$ cat config.mk
export PLATFORM = sky130hd
export DESIGN_NAME = akf_ctrl
export DESIGN_NICKNAME = d
export VERILOG_FILES = /design/src/hdl/akf_pkg.sv /design/src/hdl/akf_ctrl.sv
export SDC_FILE = /design/constraint.sdc
export NUM_CORES = 1
export LEC_CHECK = 0
export ABC_AREA = 0
export BUFFER_PORTS_ARGS = -buffer_cell sky130_fd_sc_hd__buf_4
export CAP_MARGIN = 20
export CORE_ASPECT_RATIO = 1.75
export CORE_MARGIN = 2
export CORE_UTILIZATION = 30
export CTS_BUF_LIST = sky130_fd_sc_hd__clkbuf_2 sky130_fd_sc_hd__clkbuf_4 sky130_fd_sc_hd__clkbuf_8
export CTS_CLUSTER_SIZE = 16
export DETAILED_ROUTE_END_ITERATION = 8
export MAX_ROUTING_LAYER = met4
export SLEW_MARGIN = 20
export SYNTH_ARGS = -nofsm -noshare
export SYNTH_HDL_FRONTEND = slang
export SYNTH_SLANG_ARGS = --single-unit
export TNS_END_PERCENT = 100
$ cat constraint.sdc
create_clock -name clk -period 2.7 [get_ports clk]
set_input_delay 0.405 -clock clk [delete_from_list [all_inputs] [get_ports clk]]
set_output_delay 0.405 -clock clk [all_outputs]
set_load 0.01 [all_outputs]
$ cat src/hdl/akf_pkg.sv
// Shared constants, command codes and control structs for the angle Kalman filter core.
`timescale 1ns / 1ps
`default_nettype none

package akf_pkg;

  // Fixed field widths of the ports.
  localparam int IO_W      = 32;
  localparam int CFG_W     = 31;
  localparam int CFG_IDX_W = 2;

  // Internal wide arithmetic: sums of clamped products stay well inside 64 bits.
  localparam int ACC_W  = 64;
  localparam int FRAC_C = 28;

  localparam int WORD_WIDTH_DEF = 32;

  // Register indexes.
  localparam logic [CFG_IDX_W-1:0] CFG_NOISE_ANGLE = 2'd0;
  localparam logic [CFG_IDX_W-1:0] CFG_NOISE_BIAS  = 2'd1;
  localparam logic [CFG_IDX_W-1:0] CFG_NOISE_MEAS  = 2'd2;
  localparam logic [CFG_IDX_W-1:0] CFG_STEP_TIME   = 2'd3;

  // Register reset values, unsigned Q3.28.
  localparam logic [CFG_W-1:0] RST_NOISE_ANGLE = 31'd268435;
  localparam logic [CFG_W-1:0] RST_NOISE_BIAS  = 31'd805306;
  localparam logic [CFG_W-1:0] RST_NOISE_MEAS  = 31'd8053064;
  localparam logic [CFG_W-1:0] RST_STEP_TIME   = 31'd2684355;

  // Product magnitude clamp and quotient magnitude clamp.
  localparam logic [ACC_W-1:0] PRODCLAMP = 64'h1000_0000_0000_0000;
  localparam logic [ACC_W-1:0] BIGMAG    = 64'h0010_0000_0000_0000;

  // Datapath update operations, applied once an operand or unit result is ready.
  typedef enum logic [4:0] {
    OP_NONE,
    OP_RATE,
    OP_ANG_PRED,
    OP_SAVE_DP,
    OP_T,
    OP_P00_PRED,
    OP_P01_PRED,
    OP_P11_PRED,
    OP_S,
    OP_K0,
    OP_K1,
    OP_Y,
    OP_ANG_UPD,
    OP_BIAS_UPD,
    OP_P11_UPD,
    OP_P10_UPD,
    OP_P00_UPD
  } op_t;

  // Multiplier operand pairs (first operand is the narrow one).
  typedef enum logic [3:0] {
    M_DT_RATE,
    M_DT_P11,
    M_DT_T,
    M_QB_DT,
    M_K0_Y,
    M_K1_Y,
    M_K0_P01,
    M_K1_P01,
    M_K1_P00,
    M_K0_P00
  } msel_t;

  // Divider numerators.
  typedef enum logic {
    D_P00,
    D_P10
  } dsel_t;

  typedef struct packed {
    logic  load;
    logic  mul_start;
    msel_t msel;
    logic  div_start;
    dsel_t dsel;
    op_t   op;
    logic  out_load;
  } ctrl_cmd_t;

  typedef struct packed {
    logic mul_done;
    logic div_done;
    logic s_pos;
    logic out_full;
  } dp_status_t;

endpackage

`default_nettype wire

$ cat src/hdl/akf_ctrl.sv
// Sequencer that steps the datapath through one filter update.
`timescale 1ns / 1ps
`default_nettype none

module akf_ctrl import akf_pkg::*; (
  input  logic       clk,
  input  logic       rst,
  input  logic       in_valid,
  output logic       in_ready,
  input  dp_status_t status,
  output ctrl_cmd_t  cmd
);

  localparam int STEPS = 17;
  localparam int SW    = $clog2(STEPS);
  localparam logic [SW-1:0] LAST_STEP = SW'(STEPS - 1);

  typedef enum logic [1:0] {U_NONE, U_MUL, U_DIV} unit_t;

  typedef struct packed {
    unit_t unit;
    msel_t msel;
    dsel_t dsel;
    op_t   op;
  } step_t;

  typedef enum logic [1:0] {ST_IDLE, ST_ISSUE, ST_WAIT, ST_FINISH} state_t;

  function automatic step_t decode(input logic [SW-1:0] idx);
    step_t r;
    r = '{unit: U_NONE, msel: M_DT_RATE, dsel: D_P00, op: OP_NONE};
    case (idx)
      5'd0:    r = '{unit: U_NONE, msel: M_DT_RATE, dsel: D_P00, op: OP_RATE};
      5'd1:    r = '{unit: U_MUL,  msel: M_DT_RATE, dsel: D_P00, op: OP_ANG_PRED};
      5'd2:    r = '{unit: U_MUL,  msel: M_DT_P11,  dsel: D_P00, op: OP_SAVE_DP};
      5'd3:    r = '{unit: U_NONE, msel: M_DT_RATE, dsel: D_P00, op: OP_T};
      5'd4:    r = '{unit: U_MUL,  msel: M_DT_T,    dsel: D_P00, op: OP_P00_PRED};
      5'd5:    r = '{unit: U_NONE, msel: M_DT_RATE, dsel: D_P00, op: OP_P01_PRED};
      5'd6:    r = '{unit: U_MUL,  msel: M_QB_DT,   dsel: D_P00, op: OP_P11_PRED};
      5'd7:    r = '{unit: U_NONE, msel: M_DT_RATE, dsel: D_P00, op: OP_S};
      5'd8:    r = '{unit: U_DIV,  msel: M_DT_RATE, dsel: D_P00, op: OP_K0};
      5'd9:    r = '{unit: U_DIV,  msel: M_DT_RATE, dsel: D_P10, op: OP_K1};
      5'd10:   r = '{unit: U_NONE, msel: M_DT_RATE, dsel: D_P00, op: OP_Y};
      5'd11:   r = '{unit: U_MUL,  msel: M_K0_Y,    dsel: D_P00, op: OP_ANG_UPD};
      5'd12:   r = '{unit: U_MUL,  msel: M_K1_Y,    dsel: D_P00, op: OP_BIAS_UPD};
      5'd13:   r = '{unit: U_MUL,  msel: M_K0_P01,  dsel: D_P00, op: OP_SAVE_DP};
      5'd14:   r = '{unit: U_MUL,  msel: M_K1_P01,  dsel: D_P00, op: OP_P11_UPD};
      5'd15:   r = '{unit: U_MUL,  msel: M_K1_P00,  dsel: D_P00, op: OP_P10_UPD};
      5'd16:   r = '{unit: U_MUL,  msel: M_K0_P00,  dsel: D_P00, op: OP_P00_UPD};
      default: r = '{unit: U_NONE, msel: M_DT_RATE, dsel: D_P00, op: OP_NONE};
    endcase
    return r;
  endfunction

  state_t        state;
  logic [SW-1:0] step;
  step_t         cur;
  logic          unit_done;

  always_comb begin
    cur       = decode(step);
    unit_done = status.mul_done | status.div_done;
    in_ready  = (state == ST_IDLE);

    cmd           = '0;
    cmd.op        = OP_NONE;
    cmd.msel      = cur.msel;
    cmd.dsel      = cur.dsel;
    case (state)
      ST_IDLE:   cmd.load = in_valid;
      ST_ISSUE: begin
        case (cur.unit)
          U_NONE:  cmd.op        = cur.op;
          U_MUL:   cmd.mul_start = 1'b1;
          U_DIV:   cmd.div_start = status.s_pos;
          default: cmd.op        = OP_NONE;
        endcase
      end
      ST_WAIT:   cmd.op       = unit_done ? cur.op : OP_NONE;
      ST_FINISH: cmd.out_load = !status.out_full;
      default:   cmd.op       = OP_NONE;
    endcase
  end

  always_ff @(posedge clk) begin
    if (rst) begin
      state <= ST_IDLE;
      step  <= '0;
    end else begin
      case (state)
        ST_IDLE: begin
          if (in_valid) begin
            state <= ST_ISSUE;
            step  <= '0;
          end
        end
        ST_ISSUE: begin
          case (cur.unit)
            U_NONE: begin
              if (step == LAST_STEP) begin
                state <= ST_FINISH;
              end else begin
                step <= step + 1'b1;
              end
            end
            U_MUL:   state <= ST_WAIT;
            // non-positive divisor: gains stay zero, corrections change nothing
            U_DIV:   state <= status.s_pos ? ST_WAIT : ST_FINISH;
            default: state <= ST_IDLE;
          endcase
        end
        ST_WAIT: begin
          if (unit_done) begin
            if (step == LAST_STEP) begin
              state <= ST_FINISH;
            end else begin
              step  <= step + 1'b1;
              state <= ST_ISSUE;
            end
          end
        end
        ST_FINISH: begin
          if (!status.out_full) begin
            state <= ST_IDLE;
          end
        end
        default: state <= ST_IDLE;
      endcase
    end
  end

endmodule

`default_nettype wire

==> metrics.txt <==
vias in the first global route approximately 1100; Max Fanout on Critical Path 7; die width 54.1 um; GR Overflow Total 0; # hold bufs at CTS 0; top cells by area, synth dfxtp_1, ha_1, nor2_1, and2_1, buf_4; initial antenna violation count 0; DR iter-0 viols 24; DR WL/cell 14.2 um; top-area cell type share of the netlist area approximately 29%; worst path arrival time 2640 ps; ys flop type dfxtp_1; max-slew violation count 0; CP Cell Sequence inv_1 > ha_1 > or3b_1 > nand4_1 > buf_4 > buf_4 > o21ai_1 > a21oi_1 > buf_4 > nor2_1 > a221o_1; first-pass GRT wire length 5260 um; DPL Wire Length 2590 um; Synth cell types 48; Pwr Total 0.00108 W; clk slew on worst S/H paths 70 ps; HP Class input pin to flop; GR Util All Layers 14.7%; drt drc 0; Post-synth ARST share 0%; Setup TNS 0 ps; CTS Buffer Depth 2; #FFs+latches synth 19; critical path's most frequent cell buf_4; Setup WS post-layout 202 ps; clk_lat worst skew between 200 and 300 ps; fin crit share 92.5%; IO buf count 21; Max VDD drop 0.000473 V; Initial Util a little under a third; via density per instance 5.13; fin nets 196; die area 4950 um2; Syn Area/Cell 8.95 um2; n_diodes 0; Tmin final 2500 ps; num rows 31; post-route core utilization 38.7%; Syn Nets about 170; Max Cap Viol 0; RD Place Congestion about 0.76; fillcell total 450; Slowest-stage cell, CP or3b_1; CTS H-Tree Depth 1; cell count after synthesis 147; CP max stage delay 410 ps; pwr dens 665 nW/um2; Detailed Route WL 3190 um; Worst setup EP type flop; Mapped Area 1320 um2; Worst Path Required roughly 2800 ps; crit path launch type flop; core area approximately 4200 um2; I/O pins 22; Max Clock Skew between 5 and 6 ps; cell accounting for the most synthesized area dfxtp_1; Final Hold Vio Count 0; Max Clock Freq 0.400 GHz; leakage power 0.718 nW; setup slack at placement about 130 ps; sinks on the clock net 19; Slew @ Worst Pin 463 ps; setup violators final 0; crit path kind flop to flop; RSZ-0062 raised after global routing false; worst hold slack about 420 ps; drt first pass iters 4; die height just over 90 um; routed vias between 1000 and 1500; layout cells sized above 1 roughly a third; status complete, no violations; number of flops mapped to enable cells by yosys 0; Root Buffer clkbuf_8; clock buffer count from CTS 3; Slew HR 69.0%; Seq/Total Area, Yosys 28.9%; post-route ant nets 0; YS warnings 0; TritonCTS clock tree yes; largest net degree at the start of global routing 13; Layout area overhead 23.1%
-- layer usage --
layer  up-vias  track usage, %  share of wire [%]
met5         -               -                  0
met4         0            4.38                1.7
met3         7            1.47                2.7
met2        30            28.4                 61
met1       531            14.2                 35
li1        582               -                  -
-- placed cells by master, fill, tap and decap left out, types with 3 or more instances in the layout --
master	n
clkbuf_8	3
dfxtp_1	18
nand4_1	3
inv_1	6
a21oi_1	6
ha_1	13
and2_1	7
a311oi_1	3
or3_1	3
nand2b_1	4
buf_4	35
nor3_1	3
nor2_1	14
nand2_1	9
nand3_1	6
-- report_power, final --
part           internal [W]  switching [W]  leakage (nW)
logic              0.000249       0.000304         0.539
clock network      0.000103      0.0000951        0.0255
registers          0.000310      0.0000165         0.154
total              0.000661       0.000416         0.718
-- final timing paths --
| path | depth (start not counted) | slack (ps) | start | end |
|---|---|---|---|---|
| setup reg to reg | 11 | 200 | state[0]$_SDFFE_PP0P_ | cur[10]$_DFF_P_ |
| setup / recovery | 11 | 200 | state[0]$_SDFFE_PP0P_ | cur[10]$_DFF_P_ |
| hold reg to reg | 2 | 500 | state[1]$_SDFFE_PP0P_ | state[1]$_SDFFE_PP0P_ |
| hold / removal | 2 | 420 | rst | state[1]$_SDFFE_PP0P_ |
-- through the flow --
stage | std cells | instance area [um2]
2_1_floorplan | 147 | 1320
3_3_place_gp | 217 | 1530
3_5_place_dp | 217 | 1530
4_1_cts | 221 | 1580
5_1_grt | 224 | 1620
6_report | 224 | 1620
-- Yosys cell counts, types with 3 or more instances --
| cell type | number |
|---|---|
| dfxtp_1 | 19 |
| nor2_1 | 15 |
| ha_1 | 13 |
| nand2_1 | 9 |
| and2_1 | 7 |
| a21oi_1 | 6 |
| inv_1 | 6 |
| nand3_1 | 6 |
| buf_4 | 5 |
| a311oi_1 | 4 |
| nand2b_1 | 4 |
| nand4_1 | 3 |
| nor3_1 | 3 |
| or3_1 | 3 |
-- repair_timing --
| action | in CTS | in global routing |
|---|---|---|
| setup endpoints to repair | 0 | 7 |
| setup buffers | 0 | 3 |
| resized for setup | 0 | 5 |
-- registers in the layout (all words and copies together), names as in the netlist --
| name | cells |
|---|---|
| cur | 12 |
| step | 5 |
| state | 2 |
-- cell type report --
cell class              count  area [um2]  area share [%]
clock buffers               3        41.3            2.55
clock inverters             1        5.00           0.309
inverters                   9        37.5            2.32
multi-input cells         108         831            51.3
flip-flops and latches     19         382            23.6
well taps                  49        61.3            3.78
repair buffers             35         263            16.2
-- logic make-up (layout without fill, tap and decap cells) --
family | Yosys count | count (layout) | share of synthesized area [%]
AO/OA/AOI/OAI | 33 | 33 | 21.4
adder cells (fa/ha/maj) | 13 | 13 | 12.4
buffers and inverters | 20 | 48 | 9.50
flip-flops | 19 | 19 | 28.9
multiplexers | 2 | 2 | 1.52
AND/OR/NAND/NOR | 60 | 60 | 26.3
-- critical path, delay by kind of cell (launching register included) --
kind	cells	cell delay [ps]
AOI/OAI and AO/OA	3	690
and+or+nand+nor	3	630
DFF	1	320
adders and majority gates	1	210
buffers and inverters	4	530
Power figures use the tool's default switching activity.
